===== config.mk =====
export PLATFORM = sky130hd
export DESIGN_NAME = glob_wildcard_matcher
export DESIGN_NICKNAME = d
export VERILOG_FILES = /design/src/rtl/gwm_pkg.sv /design/src/rtl/gwm_pattern_regs.sv /design/src/rtl/glob_wildcard_matcher.sv
export SDC_FILE = /design/constraint.sdc
export NUM_CORES = 1
export LEC_CHECK = 0
export BUFFER_PORTS_ARGS = -buffer_cell sky130_fd_sc_hd__buf_2
export CELL_PAD_IN_SITES_DETAIL_PLACEMENT = 1
export CELL_PAD_IN_SITES_GLOBAL_PLACEMENT = 2
export CORE_MARGIN = 5
export CORE_UTILIZATION = 40
export DETAILED_ROUTE_END_ITERATION = 8
export PLACE_DENSITY_LB_ADDON = 0.1
export SYNTH_ARGS = -nofsm -noshare
export SYNTH_HDL_FRONTEND = slang
export SYNTH_SLANG_ARGS = --single-unit

===== constraint.sdc =====
create_clock -name clk -period 7.4 [get_ports clk]
set_clock_uncertainty 0.05 [all_clocks]
set_input_delay 0.37 -clock clk [delete_from_list [all_inputs] [get_ports clk]]
set_output_delay 0.37 -clock clk [all_outputs]
set_load 0.1 [all_outputs]

===== src/rtl/gwm_pkg.sv =====
// gwm_pkg: shared constants, types and functions of the glob wildcard matcher
// used by gwm_pattern_regs and glob_wildcard_matcher; depends on nothing

package gwm_pkg;

  // pattern geometry
  localparam int PATTERN_MAX    = 32;
  localparam int SET_W          = PATTERN_MAX + 1;
  localparam int LEN_W          = $clog2(PATTERN_MAX + 1);
  localparam int BYTES_PER_WORD = 8;
  localparam int WORD_COUNT     = 4;
  localparam int WORD_W         = 64;
  localparam int CHAR_W         = 8;
  localparam int CFG_INDEX_W    = 3;

  // special characters
  localparam logic [CHAR_W-1:0] STAR_CHAR  = 8'h2A;
  localparam logic [CHAR_W-1:0] QMARK_CHAR = 8'h3F;
  localparam logic [CHAR_W-1:0] UPPER_A    = 8'h41;
  localparam logic [CHAR_W-1:0] UPPER_Z    = 8'h5A;
  localparam logic [CHAR_W-1:0] LOWER_A    = 8'h61;

  // position set after reset and after each name: only the start position
  localparam logic [SET_W-1:0] SET_INIT = SET_W'(1);

  // configuration register indexes
  typedef enum logic [CFG_INDEX_W-1:0] {
    REG_PATTERN_WORD_0 = 3'd0,
    REG_PATTERN_WORD_1 = 3'd1,
    REG_PATTERN_WORD_2 = 3'd2,
    REG_PATTERN_WORD_3 = 3'd3,
    REG_PATTERN_LENGTH = 3'd4
  } cfg_reg_t;

  // decoded pattern, one bit or byte per pattern position
  typedef struct packed {
    logic [PATTERN_MAX-1:0]             live;
    logic [PATTERN_MAX-1:0]             star;
    logic [PATTERN_MAX-1:0]             qmark;
    logic [PATTERN_MAX-1:0][CHAR_W-1:0] folded;
    logic [LEN_W-1:0]                   len;
  } pattern_info_t;

  // ascii upper case to lower case
  function automatic logic [CHAR_W-1:0] fold_byte(input logic [CHAR_W-1:0] c);
    logic [CHAR_W-1:0] r;
    r = c;
    if (c >= UPPER_A && c <= UPPER_Z) begin
      r = c - UPPER_A + LOWER_A;
    end
    return r;
  endfunction

  // a star at a live position also enables the next position (empty run);
  // runs of stars behave like a carry chain: star propagates, live star generates
  function automatic logic [SET_W-1:0] star_closure(input logic [SET_W-1:0] s,
                                                     input logic [PATTERN_MAX-1:0] star);
    logic [SET_W-1:0] prop;
    logic [SET_W-1:0] gen;
    logic [SET_W:0]   sum;
    logic [SET_W:0]   carry;
    prop  = {1'b0, star};
    gen   = s & prop;
    sum   = {1'b0, prop} + {1'b0, gen};
    carry = sum ^ {1'b0, prop} ^ {1'b0, gen};
    return s | carry[SET_W-1:0];
  endfunction

endpackage


===== src/rtl/gwm_pattern_regs.sv =====
// gwm_pattern_regs: pattern configuration registers and per-position decode
// depends on gwm_pkg

module gwm_pattern_regs (
  input  logic                            clk,
  input  logic                            rst,
  input  logic                            cfg_write_en,
  input  logic [gwm_pkg::CFG_INDEX_W-1:0] cfg_index,
  input  logic [gwm_pkg::WORD_W-1:0]      cfg_data,
  output gwm_pkg::pattern_info_t          pat
);

  logic [gwm_pkg::WORD_COUNT-1:0][gwm_pkg::WORD_W-1:0] pattern_word;
  logic [gwm_pkg::LEN_W-1:0]                           pattern_length;
  logic [gwm_pkg::LEN_W-1:0]                           len_used;

  // register writes, unknown indexes ignored
  always_ff @(posedge clk) begin
    if (rst) begin
      pattern_word   <= '0;
      pattern_length <= '0;
    end else if (cfg_write_en) begin
      case (cfg_index)
        gwm_pkg::REG_PATTERN_WORD_0: pattern_word[0] <= cfg_data;
        gwm_pkg::REG_PATTERN_WORD_1: pattern_word[1] <= cfg_data;
        gwm_pkg::REG_PATTERN_WORD_2: pattern_word[2] <= cfg_data;
        gwm_pkg::REG_PATTERN_WORD_3: pattern_word[3] <= cfg_data;
        gwm_pkg::REG_PATTERN_LENGTH: pattern_length <= cfg_data[gwm_pkg::LEN_W-1:0];
        default: ;
      endcase
    end
  end

  // length saturates at the pattern capacity
  assign len_used = (pattern_length > gwm_pkg::LEN_W'(gwm_pkg::PATTERN_MAX)) ?
                    gwm_pkg::LEN_W'(gwm_pkg::PATTERN_MAX) : pattern_length;

  // per-position decode
  always_comb begin
    logic [gwm_pkg::CHAR_W-1:0] b;
    pat     = '0;
    pat.len = len_used;
    for (int j = 0; j < gwm_pkg::PATTERN_MAX; j++) begin
      b = pattern_word[j / gwm_pkg::BYTES_PER_WORD]
                      [(j % gwm_pkg::BYTES_PER_WORD) * gwm_pkg::CHAR_W +: gwm_pkg::CHAR_W];
      pat.live[j]   = gwm_pkg::LEN_W'(j) < len_used;
      pat.star[j]   = pat.live[j] && (b == gwm_pkg::STAR_CHAR);
      pat.qmark[j]  = pat.live[j] && (b == gwm_pkg::QMARK_CHAR);
      pat.folded[j] = gwm_pkg::fold_byte(b);
    end
  end

endmodule


===== src/rtl/glob_wildcard_matcher.sv =====
// glob_wildcard_matcher: top level of the streamed glob name matcher
// depends on gwm_pkg and gwm_pattern_regs
//
// Usage: the pattern (up to 32 bytes, '*' any run, '?' any one byte, other
// bytes compared with A-Z folded to lower case) and its length are written
// through the cfg_write_en / cfg_index / cfg_data port while no name is open.
// A file name then streams in on the in_valid / in_ready channel, one byte
// per item in name_char with has_char set; the item with last set closes the
// name (has_char low with last set tests the empty name, and has_char low
// without last is an idle item). For each last item one result, matched,
// leaves on the out_valid / out_ready channel.
// Throughput: one item per cycle, sustained while the result path is not stalled.
// Path of a last item: input register, position-set update into the middle
// stage, then star closure and length select into the result register.
// Reset clears the pattern, the length and the position set; the set also
// returns to the start position after each last item. When the receiver
// stalls, one result waits in the output register and one more in the
// middle stage; in_ready drops only once a further last item then sits in
// the input register.

module glob_wildcard_matcher (
  input  logic                            clk,
  input  logic                            rst,
  input  logic                            cfg_write_en,
  input  logic [gwm_pkg::CFG_INDEX_W-1:0] cfg_index,
  input  logic [gwm_pkg::WORD_W-1:0]      cfg_data,
  input  logic                            in_valid,
  output logic                            in_ready,
  input  logic [gwm_pkg::CHAR_W-1:0]      name_char,
  input  logic                            has_char,
  input  logic                            last,
  output logic                            out_valid,
  input  logic                            out_ready,
  output logic                            matched
);

  gwm_pkg::pattern_info_t pat;

  logic                          in_valid_q;
  logic [gwm_pkg::CHAR_W-1:0]    in_char_q;
  logic                          in_has_q;
  logic                          in_last_q;

  logic [gwm_pkg::SET_W-1:0]     active_positions;
  logic                          mid_valid;
  logic [gwm_pkg::SET_W-1:0]     mid_set;

  logic                          out_take;
  logic                          mid_free;
  logic                          in_move;
  logic                          in_free;

  logic [gwm_pkg::SET_W-1:0]     closed;
  logic [gwm_pkg::SET_W-1:0]     final_closed;
  logic [gwm_pkg::PATTERN_MAX-1:0] hit;
  logic [gwm_pkg::CHAR_W-1:0]    fc;
  logic [gwm_pkg::SET_W-1:0]     next_set;
  logic [gwm_pkg::SET_W-1:0]     step_set;

  // pattern registers
  gwm_pattern_regs u_regs (
    .clk          (clk),
    .rst          (rst),
    .cfg_write_en (cfg_write_en),
    .cfg_index    (cfg_index),
    .cfg_data     (cfg_data),
    .pat          (pat)
  );

  // stage flow control: only last items occupy the later stages
  assign out_take = !out_valid || out_ready;
  assign mid_free = !mid_valid || out_take;
  assign in_move  = in_valid_q && (!in_last_q || mid_free);
  assign in_free  = !in_valid_q || in_move;
  assign in_ready = in_free;

  // input register
  always_ff @(posedge clk) begin
    if (rst) begin
      in_valid_q <= 1'b0;
    end else if (in_free) begin
      in_valid_q <= in_valid;
    end
    if (in_valid && in_ready) begin
      in_char_q <= name_char;
      in_has_q  <= has_char;
      in_last_q <= last;
    end
  end

  // position set update for one name byte
  always_comb begin
    fc     = gwm_pkg::fold_byte(in_char_q);
    closed = gwm_pkg::star_closure(active_positions, pat.star);
    for (int j = 0; j < gwm_pkg::PATTERN_MAX; j++) begin
      hit[j] = pat.live[j] && !pat.star[j] && (pat.qmark[j] || (pat.folded[j] == fc));
    end
    next_set = {1'b0, closed[gwm_pkg::PATTERN_MAX-1:0] & pat.star} |
               {closed[gwm_pkg::PATTERN_MAX-1:0] & hit, 1'b0};
    step_set = in_has_q ? next_set : active_positions;
  end

  // live set, back to start after each name
  always_ff @(posedge clk) begin
    if (rst) begin
      active_positions <= gwm_pkg::SET_INIT;
    end else if (in_move) begin
      active_positions <= in_last_q ? gwm_pkg::SET_INIT : step_set;
    end
  end

  // middle stage holds the final set of a name
  always_ff @(posedge clk) begin
    if (rst) begin
      mid_valid <= 1'b0;
    end else if (mid_free) begin
      mid_valid <= in_move && in_last_q;
    end
    if (mid_free && in_move && in_last_q) begin
      mid_set <= step_set;
    end
  end

  // closure of the final set, then the bit at the pattern length
  assign final_closed = gwm_pkg::star_closure(mid_set, pat.star);

  // result register
  always_ff @(posedge clk) begin
    if (rst) begin
      out_valid <= 1'b0;
    end else if (out_take) begin
      out_valid <= mid_valid;
    end
    if (out_take && mid_valid) begin
      matched <= final_closed[pat.len];
    end
  end

  // checks
  a_set_restart: assert property (@(posedge clk) disable iff (rst)
    in_move && in_last_q |=> active_positions == gwm_pkg::SET_INIT)
    else $error("position set not restarted after last item");

  a_mid_load: assert property (@(posedge clk) disable iff (rst)
    in_move && in_last_q |=> mid_valid)
    else $error("last item lost before middle stage");

  a_mid_hold: assert property (@(posedge clk) disable iff (rst)
    mid_valid && !out_take |=> mid_valid && $stable(mid_set))
    else $error("middle stage changed while stalled");

  a_last_stall: assert property (@(posedge clk) disable iff (rst)
    in_valid_q && in_last_q && !mid_free |=> in_valid_q && $stable(active_positions))
    else $error("stalled last item dropped or set changed");

  a_reset_set: assert property (@(posedge clk)
    rst |=> active_positions == gwm_pkg::SET_INIT && !out_valid && !mid_valid)
    else $error("reset state wrong");

endmodule

# After elaboration in Yosys (flattened, before gate mapping)

Cells that the tools add are included.

Eq/ne operators: 100
Muxes and demuxes: 38
$add $sub $neg: 68
Reduce and logical (&&, ||, !) cells: 245
Bitwise gates (word level): 11
$lt $le $gt $ge: 100

Operators by type and width:

| cell                                                            | number |
|---|---|
| equality test 8 x 6 -> 1 bit (second input constant)            | 64 |
| adder 8 x 7 -> 8 bit (second input constant)                    | 33 |
| >= comparator 8 x 7 -> 1 bit (second input constant)            | 33 |
| less-or-equal comparator 8 x 7 -> 1 bit (second input constant) | 33 |
| 2-to-1 mux 8 bit                                                | 33 |
| subtractor 8 x 7 -> 8 bit (second input constant)               | 33 |
| equality test 8 bit                                             | 32 |
| logical AND 1 bit                                               | 167 |
| bitwise AND 32 bit                                              | 3 |
| < comparator 5 x 6 -> 1 bit (first input constant)              | 16 |
| 2-to-1 mux 33 bit                                               | 2 |
| XOR 32 bit                                                      | 2 |
| < comparator 4 x 6 -> 1 bit (first input constant)              | 8 |
| logical NOT 1 bit                                               | 36 |
| logical OR 1 bit                                                | 36 |
| adder 32 x 33 -> 33 bit                                         | 1 |
| bitwise AND 33 x 32 -> 33 bit                                   | 1 |
| bitwise OR 32 x 33 -> 33 bit                                    | 1 |
| bitwise OR 33 bit                                               | 1 |
| XOR 33 x 32 -> 33 bit                                           | 1 |
| XOR 33 bit                                                      | 1 |
| adder 32 bit                                                    | 1 |
| bitwise OR 32 bit                                               | 1 |
| < comparator 3 x 6 -> 1 bit (first input constant)              | 4 |
| other kinds (12)                                                | 19 |

Input bits: 82
Word-level logic and storage cells: 576
Output and inout bits: 3
Register bits after elaboration: 342

# Logic depth before layout (Yosys ltp)

Word-level depth: 13
Gate-level depth with buffers: 17
Gate-level depth less buffers: 15

# Cells and area by module

From an unflattened synthesis, not the netlist that was laid out.

Cells, all modules: 3062
Area, all modules: 23244.8 um2

Modules (own cells, without submodules):

| module                | cells each | area an instance (um2) | seq. area each (um2) | times used |
|---|---|---|---|---|
| gwm_pattern_regs      | 1855       | 13820.8                | 5245.0               | 1 |
| glob_wildcard_matcher | 1207       | 9424.0                 | 2042.0               | 1 |

# Least setup slack after synthesis

Ideal clock, no wire load.

Path type: register to register
From: reg u_regs.pattern_length[5] (netlist name)
To: reg mid_set[31] (netlist name), data pin
Data required time: 7090 ps
Setup time: 260 ps
Cell stages (with the launch flop): 17
Data arrival time: 3659 ps
Clock period less this slack: 3969 ps
Path buffers: 1
Setup slack: 3431 ps
Path through: dfxtp_1 > or4_1 > clkbuf_1 > o211ai_1 > nor2_1 > ha_1 > nor2_1 > a21oi_1 > o21ai_0 > nor3_1 > o21ba_1 > o31a_1 > a221o_1 > a221oi_2 > nor2_1 > a31o_1 > mux2_2

Cells in the longest elaborated chain, start to end: 12
Elaborated cells between the ends (all ways): 80
Classes of those cells: add/sub: 1; order compare: 33; mux: 2; bitwise: 7; reduce/logical: 37

RTL lines:

| element                                             | RTL line                                                 | source |
|---|---|---|
| start: declaration                                  | gwm_pattern_regs.sv:14                                   | `logic [gwm_pkg::LEN_W-1:0] pattern_length;` |
| start signal: assignment                            | gwm_pattern_regs.sv:28                                   | `gwm_pkg::REG_PATTERN_LENGTH: pattern_length <= cfg_data[gwm_pkg::LEN_W-1:0];` |
| > comparator 6 bit                                  | gwm_pattern_regs.sv:35                                   | `assign len_used = (pattern_length > gwm_pkg::LEN_W'(gwm_pkg::PATTERN_MAX)) ?` |
| 2-to-1 mux 6 bit *                                  | gwm_pattern_regs.sv:35                                   |  |
| < comparator 1 x 6 -> 1 bit (tied with other cells) | gwm_pattern_regs.sv:46                                   | `pat.live[j] = gwm_pkg::LEN_W'(j) < len_used;` |
| logical AND 1 bit                                   | gwm_pattern_regs.sv:47                                   | `pat.star[j] = pat.live[j] && (b == gwm_pkg::STAR_CHAR);` |
| bitwise AND 32 bit                                  | gwm_pkg.sv:63                                            | `gen = s & prop;` |
| adder 32 bit                                        | gwm_pkg.sv:64                                            | `sum = {1'b0, prop} + {1'b0, gen};` |
| XOR 32 bit (2 in series)                            | gwm_pkg.sv:65                                            | `carry = sum ^ {1'b0, prop} ^ {1'b0, gen};` |
| bitwise OR 32 bit                                   | gwm_pkg.sv:66                                            | `return s \| carry[SET_W-1:0];` |
| bitwise AND 32 bit (on tied branches)               | glob_wildcard_matcher.sv:98, glob_wildcard_matcher.sv:99 |  |
| bitwise OR 32 x 33 -> 33 bit *                      | glob_wildcard_matcher.sv:98                              | `next_set = {1'b0, closed[gwm_pkg::PATTERN_MAX-1:0] & pat.star} \|` |
| 2-to-1 mux 33 bit *                                 | glob_wildcard_matcher.sv:100                             | `step_set = in_has_q ? next_set : active_positions;` |
| net step_set (one bit)                              | glob_wildcard_matcher.sv:58                              | `logic [gwm_pkg::SET_W-1:0] step_set;` |
| end signal: assignment                              | glob_wildcard_matcher.sv:120                             | `mid_set <= step_set;` |
| end: declaration                                    | glob_wildcard_matcher.sv:46                              | `logic [gwm_pkg::SET_W-1:0] mid_set;` |

The timed path passes the listed nets; every way through them passes the cells marked *.
A chain may end at the register's enable or synchronous reset.

# Final worst setup path

Ends and elaborated chain as after synthesis.

==> results.toml <==
[floorplanning]
placement_rows = 86
die_area_um2 = 60600
floorplan.initialDensity = 0.404
floorplan_core_area_um2 = 55200
die-width_um = 246
pin_count = 85
floorplan.die.height_um = 246

[synthesis]
proportion_of_register_bits_with_asynchronous_set_or_reset_after_synthesis = 0
synth_warnings = 0
synth.ff_latch_count = 342
synth.yosys.seq_area_share = 0.327
synth_fp_nets = 3123
synth.lib_cells_used.distinct = 102
avgSynthCellArea_um2 = 7.42
synthesis.area_um2 = 22300
synthesized_netlist_cell_count = 3006
ys.flop_type = "sky130_fd_sc_hd__dfxtp_1"
synth_enable_flop_cells = 44

[sta]
min_period_ns = 5.24
setup_viol_count_final = 0
fmax_mhz = 191
setup_tns_ns = 0
final_max_slew_viol_count = 0
timing.slew.headroom = 0.149
rsz0062_at_grt = "false"
max_slew.worst_pin.slew_ns = 1.26
timing.final.hold_violations = 0
period_share = 0.708

[power]
cellLeakagePower_nw = 8.53
ir_drop_mv = 0.148
power_density_nw_per_um2 = 191

[detailed_routing]
post_drt_via_cell_ratio = 6.16
drtAntennaViolNets = 0
vias = 23370
detailedRoute.firstPassIterationCount = 5
post-route-drc-count = 0
starting_drc_count_in_detailed_routing = 1704
detail_route.wirelength_um = 96600
wl_per_instance_um = 25.5

[clock_tree]
clock_insertion_delay_worst_skew_ns = 0.59
cts_post_setup_buffers_inserted = 0
clk_pin_slew_worst_paths_ns = 0.06
sink_count = 342
htreeDepth = 2
cts_buffer_depth = 3
cts_buffers = 44
clk_root_buffer_cell = "sky130_fd_sc_hd__clkbuf_16"
cts_tree = "built"

[grt]
via_count_of_the_first_global_routing_pass = 23083
antenna_found_initial = 1
grt_max_degree = 204
first_pass_grt_wire_length_um = 145000
total_routing_usage_gr = 0.308
grt.overflow.total = 0

[placement]
port-buffer-count = 84
gp_congestion = 1.02
placed_cells_incl_taps = 3704
dp.final_hpwl_um = 68300
cell_area_reported_after_detailed_placement_um2 = 23400

[layout]
stdcell_count = 3794
layout.cells.most_common_list = "sky130_fd_sc_hd__nand2_1, sky130_fd_sc_hd__a21oi_1, sky130_fd_sc_hd__dfxtp_1"
final_design_area_no_fill_um2 = 25000
post_layout_net_count = 3131
antenna_cells = 0
final_common_cell = "sky130_fd_sc_hd__nand2_1"
post-route-util = 0.452
area.growth.synth_to_final_pct = 12.0
drive_gt1_frac = 0.0870

[worst_setup_path]
crit_start = "u_regs.pattern_length[5]"
crit-reg2reg-launch = "u_regs.pattern_length[5]"
timing.setup.critical_path_class = "reg2reg"
end_kind = "flip-flop"
crit_path_start_kind = "flip-flop"
cp.arrival_ns = 5.52
critPathRequiredTime_ns = 7.68
worstPathMaxFanout = 22

[run]
cap_violations = 0

[outcome]
run_status = "complete, no violations"

[worst_hold_path]
min-delay-path-class = "in2reg"
min_from = "cfg_data[29]"
==> synthesized netlist by cell type (16+ instances only) <==
cell,number,area share
sky130_fd_sc_hd__nand2_1,644,0.11
sky130_fd_sc_hd__edfxtp_1,44,0.059
sky130_fd_sc_hd__nor2_1,203,0.034
sky130_fd_sc_hd__o21ai_0,84,0.019
sky130_fd_sc_hd__xor2_1,119,0.047
sky130_fd_sc_hd__nor3_1,100,0.022
sky130_fd_sc_hd__nor4_1,35,0.0098
sky130_fd_sc_hd__nand4_1,56,0.016
sky130_fd_sc_hd__buf_1,20,0.0034
sky130_fd_sc_hd__a21oi_1,424,0.095
sky130_fd_sc_hd__a31oi_1,25,0.0070
sky130_fd_sc_hd__a21o_1,28,0.0094
sky130_fd_sc_hd__a22oi_1,20,0.0067
sky130_fd_sc_hd__o32ai_1,16,0.0063
sky130_fd_sc_hd__o41ai_1,21,0.0082
sky130_fd_sc_hd__ha_1,35,0.020
sky130_fd_sc_hd__dfxtp_1,298,0.27
sky130_fd_sc_hd__and3_1,17,0.0048
sky130_fd_sc_hd__inv_1,47,0.0079
sky130_fd_sc_hd__clkbuf_1,135,0.023
sky130_fd_sc_hd__or4_1,20,0.0067
sky130_fd_sc_hd__xnor2_1,128,0.050
sky130_fd_sc_hd__nor4b_1,28,0.011
sky130_fd_sc_hd__nand3_1,61,0.014
sky130_fd_sc_hd__or3_1,35,0.0098
==> registers in the layout, summed over array words and instances (netlist names) <==
| name | cells |
|---|---|
| mid_set | 33 |
| in_valid_q | 1 |
| u_regs.pattern_length | 6 |
| mid_valid | 1 |
| active_positions | 33 |
| in_has_q | 1 |
| in_char_q | 8 |
| u_regs.pattern_word | 256 |
| out_valid | 1 |
| matched | 1 |
| in_last_q | 1 |
==> critical path: stages, from the launching register on <==
cell                       delay [ns]
sky130_fd_sc_hd__dfxtp_1         0.62
sky130_fd_sc_hd__or4_1           0.83
sky130_fd_sc_hd__o211ai_1        0.50
sky130_fd_sc_hd__nor2_1          0.09
sky130_fd_sc_hd__ha_1            0.22
sky130_fd_sc_hd__nor2_1          0.12
sky130_fd_sc_hd__a21oi_1         0.09
sky130_fd_sc_hd__o21ai_0         0.30
sky130_fd_sc_hd__nor3_1          0.17
sky130_fd_sc_hd__o21ba_1         0.21
sky130_fd_sc_hd__o31a_1          0.40
sky130_fd_sc_hd__a221o_1         0.47
sky130_fd_sc_hd__a221oi_2        0.31
sky130_fd_sc_hd__nor2_1          0.10
sky130_fd_sc_hd__a31o_1          0.21
sky130_fd_sc_hd__mux2_2          0.27
==> stage by stage <==
step,power (W),hold slack [ns],setup slack [ns]
5_1_grt,0.00494,0.0171,1.91
3_5_place_dp,0.00256,0.433,2.37
2_1_floorplan,0.00233,0.407,3.43
6_report,0.00478,0.0297,2.16
4_1_cts,0.00481,0.00192,2.26
3_3_place_gp,0.00254,0.423,2.41
==> report_power, final <==
group          internal (W)  switching [W]
Sequential          0.00192      0.0000622
Clock               0.00134       0.000911
Combinational      0.000179       0.000365
Total               0.00344        0.00134
==> per-layer routing <==
metal / up-vias / part of all wire / GRT usage
met5: - / 0 / 0
met2: 680 / 0.45 / 0.494
met4: 0 / 0.038 / 0.103
met3: 190 / 0.059 / 0.0486
met1: 11705 / 0.45 / 0.425
li1: 10795 / - / -
==> final cells by class <==
type / count / area, um^2
fill: 6869 / 30200
multi-input combinational: 2438 / 14200
sequential: 342 / 7290
clock buffer: 61 / 1340
tap: 748 / 936
timing repair buffer: 141 / 900
inverter: 47 / 176
clock inverter: 17 / 154
==> path summary, 6_finish.rpt <==
check | endpoint | slack, ns | depth (start not counted)
worst max register to register | mid_set[31] | 2.16 | 15
worst min-delay path | u_regs.pattern_word[29] | 0.03 | 3
worst min register to register | u_regs.pattern_word[207] | 0.44 | 2
worst max-delay path | mid_set[31] | 2.16 | 15
==> what timing repair did <==
item | 4_1_cts | 5_1_grt
hold buffers | 12 | 0
resized for setup | 0 | 0
endpoints found under the hold margin | 12 | 0
setup endpoints to repair | 0 | 0
==> logic make-up after synthesis <==
group | share of synthesized area
and+or+nand+nor | 0.278
DFF | 0.327
AOI/OAI and AO/OA | 0.231
muxes | 0.00522
buffers and inverters | 0.0418
adders and majority gates | 0.0196
xor gates and xnor gates | 0.0970
No activity file was read; power rests on OpenSTA's default activity.
